[config.mk]
export PLATFORM = sky130hd
export DESIGN_NAME = hslp_ctrl
export DESIGN_NICKNAME = d
export VERILOG_FILES = /design/src/rtl/hslp_pkg.sv /design/src/rtl/hslp_ctrl.sv
export VERILOG_INCLUDE_DIRS = /design/src /design/src/rtl
export SDC_FILE = /design/constraint.sdc
export NUM_CORES = 1
export LEC_CHECK = 0
export ABC_CLOCK_PERIOD_IN_PS = 1400
export BUFFER_PORTS_ARGS = -buffer_cell sky130_fd_sc_hd__buf_2
export CAP_MARGIN = 10
export CORE_AREA = 2 2 39 41
export CTS_CLUSTER_DIAMETER = 120
export DETAILED_ROUTE_END_ITERATION = 7
export DIE_AREA = 0 0 41 43
export PLACE_DENSITY = 0.8
export SLEW_MARGIN = 5
export SYNTH_ARGS = -nofsm -noshare
export SYNTH_HDL_FRONTEND = slang
export SYNTH_SLANG_ARGS = --single-unit
[constraint.sdc]
create_clock -name clock -period 1.4 [get_ports clock]
set_input_delay 0.28 -clock clock [delete_from_list [all_inputs] [get_ports clock]]
set_output_delay 0.28 -clock clock [all_outputs]
set_load 0.1 [all_outputs]
[src/rtl/hash_set_linear_probe_defines.svh]
// Assertion macros shared by the hash set RTL.
`ifndef HASH_SET_LINEAR_PROBE_DEFINES_SVH
`define HASH_SET_LINEAR_PROBE_DEFINES_SVH
`ifndef SYNTH
`define HSLP_ASSERT_IMPL(label, ante, cons) \
   label: assert property (@(posedge clock) disable iff (reset) (ante) |-> (cons)) \
      else $error("hslp assertion failed");
`define HSLP_ASSERT_NEXT(label, ante, cons) \
   label: assert property (@(posedge clock) disable iff (reset) \
      (!reset && (ante)) |=> (cons)) else $error("hslp assertion failed");
`else
`define HSLP_ASSERT_IMPL(label, ante, cons)
`define HSLP_ASSERT_NEXT(label, ante, cons)
`endif
`endif

[src/rtl/hslp_pkg.sv]
// Types, constants and sizes shared by the hash set modules.
`timescale 1ns / 1ps
package hslp_pkg;

   localparam int LOG2_SLOTS = 10;
   localparam int SLOTS      = 1 << LOG2_SLOTS;
   localparam int KEY_W      = 64;
   localparam int HALF_W     = KEY_W / 2;
   localparam int COUNT_W    = 11;
   localparam int CNT_W      = (LOG2_SLOTS + 1 > COUNT_W) ? LOG2_SLOTS + 1 : COUNT_W;
   // Smallest count c with c * 10 >= SLOTS * 7; an insert is refused when count + 1 reaches it.
   localparam int LIMIT      = (SLOTS * 7 + 9) / 10;

   localparam logic [KEY_W-1:0] MIX_C1 = 64'hbf58476d1ce4e5b9;
   localparam logic [KEY_W-1:0] MIX_C2 = 64'h94d049bb133111eb;
   localparam int SHIFT_PRE  = 30;
   localparam int SHIFT_MID  = 27;
   localparam int SHIFT_POST = 31;

   typedef enum logic [3:0] {
      ST_CLEAR,
      ST_IDLE,
      ST_MUL1_LL,
      ST_MUL1_HL,
      ST_MUL1_LH,
      ST_MIX1,
      ST_MUL2_LL,
      ST_MUL2_HL,
      ST_MUL2_LH,
      ST_MIX2,
      ST_READ,
      ST_CHECK,
      ST_DONE
   } state_type;

   typedef enum logic [1:0] {
      MUL_IDLE,
      MUL_LL,
      MUL_HL,
      MUL_LH
   } mul_phase_type;

   typedef struct packed {
      logic          clear;
      logic          load;
      mul_phase_type mul_phase;
      logic          mul_second;
      logic          mix_first;
      logic          mix_second;
      logic          read;
      logic          step;
      logic          write;
      logic          finish;
      logic          res_found;
      logic          res_inserted;
      logic          res_status;
      logic          emit;
   } dp_cmd_type;

   typedef struct packed {
      logic clear_last;
      logic key_zero;
      logic is_insert;
      logic hit;
      logic empty;
      logic last_probe;
      logic at_limit;
      logic out_free;
   } dp_sts_type;

endpackage

[src/rtl/hslp_ctrl.sv]
// Controller state machine that sequences hashing, probing and responses.
`timescale 1ns / 1ps
`include "hash_set_linear_probe_defines.svh"
module hslp_ctrl (
   input  logic                   clock,
   input  logic                   reset,
   input  logic                   req_accept,
   output logic                   req_ready,
   output hslp_pkg::dp_cmd_type   cmd,
   input  hslp_pkg::dp_sts_type   sts
);
   import hslp_pkg::*;

   state_type state_ff;
   state_type state_in;

   always_ff @(posedge clock) begin
      if (reset) begin
         state_ff <= ST_CLEAR;
      end else begin
         state_ff <= state_in;
      end
   end

   always_comb begin
      state_in = state_ff;
      case (state_ff)
         ST_CLEAR: begin
            if (sts.clear_last) state_in = ST_IDLE;
         end
         ST_IDLE: begin
            if (req_accept) state_in = ST_MUL1_LL;
         end
         ST_MUL1_LL: begin
            state_in = sts.key_zero ? ST_DONE : ST_MUL1_HL;
         end
         ST_MUL1_HL: state_in = ST_MUL1_LH;
         ST_MUL1_LH: state_in = ST_MIX1;
         ST_MIX1:    state_in = ST_MUL2_LL;
         ST_MUL2_LL: state_in = ST_MUL2_HL;
         ST_MUL2_HL: state_in = ST_MUL2_LH;
         ST_MUL2_LH: state_in = ST_MIX2;
         ST_MIX2:    state_in = ST_READ;
         ST_READ:    state_in = ST_CHECK;
         ST_CHECK: begin
            if (sts.hit || sts.empty || sts.last_probe) begin
               state_in = ST_DONE;
            end else begin
               state_in = ST_READ;
            end
         end
         ST_DONE: begin
            if (sts.out_free) state_in = ST_IDLE;
         end
         default: state_in = ST_CLEAR;
      endcase
   end

   always_comb begin
      cmd       = '0;
      req_ready = 1'b0;
      case (state_ff)
         ST_CLEAR: cmd.clear = 1'b1;
         ST_IDLE: begin
            req_ready = 1'b1;
            cmd.load  = req_accept;
         end
         ST_MUL1_LL: begin
            cmd.mul_phase = MUL_LL;
            // A zero key is never a member, so it is answered without a probe.
            cmd.finish    = sts.key_zero;
         end
         ST_MUL1_HL: cmd.mul_phase = MUL_HL;
         ST_MUL1_LH: cmd.mul_phase = MUL_LH;
         ST_MIX1:    cmd.mix_first = 1'b1;
         ST_MUL2_LL: begin
            cmd.mul_phase  = MUL_LL;
            cmd.mul_second = 1'b1;
         end
         ST_MUL2_HL: begin
            cmd.mul_phase  = MUL_HL;
            cmd.mul_second = 1'b1;
         end
         ST_MUL2_LH: begin
            cmd.mul_phase  = MUL_LH;
            cmd.mul_second = 1'b1;
         end
         ST_MIX2: cmd.mix_second = 1'b1;
         ST_READ: cmd.read = 1'b1;
         ST_CHECK: begin
            if (sts.hit) begin
               cmd.finish    = 1'b1;
               cmd.res_found = 1'b1;
            end else if (sts.empty) begin
               cmd.finish = 1'b1;
               if (sts.is_insert && !sts.at_limit) begin
                  cmd.write        = 1'b1;
                  cmd.res_inserted = 1'b1;
               end else begin
                  cmd.res_status = sts.is_insert;
               end
            end else if (sts.last_probe) begin
               // Every slot was visited without a stop: the key is absent.
               cmd.finish     = 1'b1;
               cmd.res_status = sts.is_insert;
            end else begin
               cmd.step = 1'b1;
            end
         end
         ST_DONE: cmd.emit = sts.out_free;
         default: cmd = '0;
      endcase
   end

   `HSLP_ASSERT_IMPL(a_emit_needs_room, cmd.emit, sts.out_free)
   `HSLP_ASSERT_NEXT(a_finish_then_done, cmd.finish, state_ff == ST_DONE)
   `HSLP_ASSERT_NEXT(a_emit_then_idle, cmd.emit, state_ff == ST_IDLE && req_ready)

endmodule

==> qor.csv, run 1 <==
metric;value;unit
num_rows;14;
failed_stage;global routing;
tool.error;[ERROR DPL-0038] Utilization greater than 100%, impossible to legalize;
chipHeight;43;um
synth_cells;64;
worst_endpoint;cmd[5];
endpoint_type;top-level output;
numCtsBuffers;3;
io_pins;27;
post-synth-top-area-cell;dfxtp_1;
root_buffer;clkbuf_4;
clockBufferDepth;2;
syn_area_per_cell;7.683;um^2
hpwl;1575;um
holdBufCountCts;0;
grt_max_degree;8;
synth.net_count;75;
synth_cell_types;33;
cts.sinks;4;
status;stopped before the end;
gp_congestion;0.8134;
synth.top_cell.area_share;0.1628;
syn_area;491.7;um^2
io_buffers;26;
initial_core_util;0.3553;
synth-seq-cells;4;
yosysWarnings;0;
die_w;41;um
ys_seq_area_frac;0.1628;
cts_htree_levels;1;
netlist_top_cells_area;dfxtp_1 16%, nor2_1 8.4%, buf_4 4.6%;
kinds of logic after synthesis:
kind of cell,count (synthesis),synth area share
mux,1,0.02036
compound gates,15,0.2545
buf+inv,10,0.1298
xor+xnor,1,0.01781
simple gates,33,0.4148
flops,4,0.1629
Yosys cell counts:
master and number:
and2_4 1, o31ai_1 1, o21ai_0 1, or3b_1 1, nand4b_2 1, o32ai_1 1, a211oi_1 1, nand2_1 3
a32oi_1 1, and3_1 1, a21oi_1 3, o32ai_2 1, o21bai_1 1, a221oi_1 2, xnor2_1 1, nor3b_1 1
o211a_1 1, dfxtp_1 4, nand3b_1 1, buf_4 3, inv_1 5, and2_1 1, nor4_4 1, nor2_1 11
nor2b_1 2, nor3_1 4, mux2i_1 1, nor4_1 1, nand2b_1 3, buf_6 2, a32o_1 1, o221a_1 1
nor3b_2 1
stage by stage:
step	util	instance area (um^2)	setup TNS, ns	std cells	setup slack [ns]
2_1_floorplan	-	650.6	-8.848	64	-0.9226
3_3_place_gp	0.8110	1122	-0.1800	121	-0.03991
3_5_place_dp	0.8110	1122	-0.8313	121	-0.1115
4_1_cts	0.9403	1301	-3.815	129	-0.3233
repair_timing:
item | in CTS
buffers inserted | 4
endpoints found under the setup margin | 19
gates resized for setup | 31
pin swaps | 7
==> run 2, diff against run 1 <==
--- a/config.mk
+++ b/config.mk
@@ -6,14 +6,13 @@
 export SDC_FILE = /design/constraint.sdc
 export NUM_CORES = 1
 export LEC_CHECK = 0
-export ABC_CLOCK_PERIOD_IN_PS = 1400
+export ABC_CLOCK_PERIOD_IN_PS = 1800
 export BUFFER_PORTS_ARGS = -buffer_cell sky130_fd_sc_hd__buf_2
 export CAP_MARGIN = 10
-export CORE_AREA = 2 2 39 41
-export CTS_CLUSTER_DIAMETER = 120
+export CORE_AREA = 2 2 63 65
 export DETAILED_ROUTE_END_ITERATION = 7
-export DIE_AREA = 0 0 41 43
-export PLACE_DENSITY = 0.8
+export DIE_AREA = 0 0 65 67
+export PLACE_DENSITY_LB_ADDON = 0.15
 export SLEW_MARGIN = 5
 export SYNTH_ARGS = -nofsm -noshare
 export SYNTH_HDL_FRONTEND = slang
==> constraint.sdc (replaced) <==
create_clock -name clock -period 1.8 [get_ports clock]
set_input_delay 0.36 -clock clock [delete_from_list [all_inputs] [get_ports clock]]
set_output_delay 0.36 -clock clock [all_outputs]
set_load 0.1 [all_outputs]
==> run 2 against run 1 <==
- the flow now finishes without violations
- synthesized cell count did not move
- synthesized area stayed put
==> qor.csv, run 2 <==
metric;value;unit;change
drt_pass1_iterations;4;;
netlist_top_cells_area;dfxtp_1 16%, nor2_1 8.4%, buf_4 4.6%;;unchanged
dp.cells;143;;was 121
fmax;563.8;MHz;
hold_violations;0;;
n_antenna_cell;0;;
critPathSlowestCell;dfxtp_4;;
via_per_inst;4.103;;
path_cells;buf_6 -> nand3b_1 -> o32ai_4 -> buf_12;;
largest_reg_flops;4;;
syn_area_per_cell;7.683;um^2;unchanged
synth_most_common_cell;nor2_1;;unchanged
holdBufCountCts;0;;unchanged
worstPathMaxFanout;6;;
vias;636;;
ff_latch_area;87.58;um^2;
die_w;65;um;was 41 um
initial_core_util;0.1364;;was 0.3553
grt_max_degree;10;;
worstSetupEndpointType;output port;;
grt_pass1_wl;2863;um;
coreArea;3606;um^2;
drv_slew;0;;
crit_arrival;1.41;ns;
synth.net_count;75;;unchanged
io_pins;27;;unchanged
drc;0;;
cts.sinks;4;;unchanged
num_rows;22;;was 14
p_per_area;1672;nW/um^2;
synth_cell_types;33;;unchanged
crit_family;buffers and inverters;;
relSlewSlack;0.7672;;
largest_register;state_ff;;
synth.top_cell.area_share;0.1628;;unchanged
rsz0062_at_grt;true;;
clockBufferDepth;2;;unchanged
numCtsBuffers;3;;unchanged
path_buf_inv;2;;
grt_usage;0.08496;;
reg2reg_depth;8;;
cp.depth;4;;
chipHeight;67;um;was 43 um
final-setup-viol-count;0;;
overflow;0;;
synth_common_cells;11 x nor2_1, 5 x inv_1, 4 x dfxtp_1, 4 x nor3_1;;unchanged
synth_ff_type;dfxtp_1;;unchanged
drtAntennaViolNets;0;;
io_buffers;26;;unchanged
crit_required;1.44;ns;
critPathMaxStageDelay;0.34;ns;
root_buffer;clkbuf_8;;was clkbuf_4
gp_congestion;0.7820;;was 0.8134
fin_crit_sh;0.9854;;
area_growth;150.4;%;
final_util;0.3414;;
synth_async_sr_flop_share;0;;unchanged
clock_skew;0.001267;ns;
post-synth-top-area-cell;dfxtp_1;;unchanged
maxCapViolCount;0;;
hold_class;primary input to flop;;
crit_type;flop to output port;;
hpwl;1406;um;was 1575 um
ys_seq_area_frac;0.1628;;unchanged
synth_edf_count;0;;unchanged
tightest_slew;0.3466;ns;
dieArea;4355;um^2;
antenna_found_initial;0;;
reg_top3;state_ff x4;;
multi_input_area;505.5;um^2;
start_kind;flop;;
cts_htree_levels;1;;unchanged
min_period;1.774;ns;
irDropWorstVdd;0.0007383;V;
synth-seq-cells;4;;unchanged
power.leakage;0.5242;nW;
layout_common_cells;16 x buf_12, 16 x buf_4, 10 x buf_2;;
clk_latency;0.22;ns;
power.total;2.059;mW;
wl_per_cell;11.20;um;
yosysWarnings;0;;unchanged
syn_area;491.7;um^2;unchanged
fin_nets;120;;
grt_pass1_vias;610;;
wirelength;1736;um;
drive_above_1_share;0.6916;;
status;finished clean;;was stopped before the end
cts_tree;done;;
layout.cells.non_filler;155;;
drt-initial-drc-count;4;;
hold_depth;2;;
fillerInstances;372;;
clk_pin_slew;0.03;ns;
synth_cells;64;;unchanged
==> run 2: cell counts after synthesis <==
Identical to the previous run, type by type.
==> run 2: cells by family after synthesis <==
logic type | Yosys count | synth area share
mux | 1 | 0.02036
flops | 4 | 0.1629
xor+xnor | 1 | 0.01781
buf+inv | 10 | 0.1298
simple gates | 33 | 0.4148
compound gates | 15 | 0.2545
==> run 2: worst paths after layout <==
kind	startpoint	to	slack, ns
max reg2reg	state_ff[0]	state_ff[0]	0.19
min	reset	state_ff[3]	0.36
max	state_ff[0]	cmd[4]	0.03
min reg2reg	state_ff[2]	state_ff[2]	0.70
==> run 2: final cells by class <==
| type | count | share of cell area |
|---|---|---|
| sequential | 4 | 0.07114 |
| tap | 48 | 0.04878 |
| multi-input combinational | 50 | 0.4106 |
| timing repair buffer | 45 | 0.4207 |
| clock buffer | 3 | 0.03354 |
| inverter | 5 | 0.01524 |
==> run 2: timing repair <==
| item | in CTS | in global routing |
|---|---|---|
| setup endpoints to repair | 8 | 7 |
| gates cloned | 0 | 0 |
| setup buffers | 3 | 6 |
| gates resized for setup | 8 | 9 |
| pin swaps | 2 | 4 |
==> run 2: power breakdown <==
| part | leakage (nW) | internal [mW] | switching (mW) | total (mW) |
|---|---|---|---|---|
| clock | 0.0216 | 0.142 | 0.0440 | 0.186 |
| sequential | 0.0347 | 0.130 | 0.0330 | 0.163 |
| combinational | 0.468 | 0.674 | 1.04 | 1.71 |
==> run 2: per-stage QoR <==
step	area [um^2]	worst slack, ns	setup TNS, ns	hold slack [ns]
3_5_place_dp	1066	0.1683	0	0.5869
4_1_cts	1160	-0.004501	-0.01252	0.3604
6_report	1231	0.02628	0	0.3574
2_1_floorplan	625.6	-0.6116	-4.243	0.4250
5_1_grt	1231	-0.03329	-0.08782	0.3678
3_3_place_gp	1066	0.1678	0	0.5809
==> run 2: metal layers <==
metal	vias up	track usage	share of wire
met1	291	0.1103	0.41
li1	321	-	-
met2	21	0.1366	0.53
met3	3	0.01858	0.053
met5	-	0	0
met4	0	0.03191	0.0086
Power figures use the tool's default switching activity.
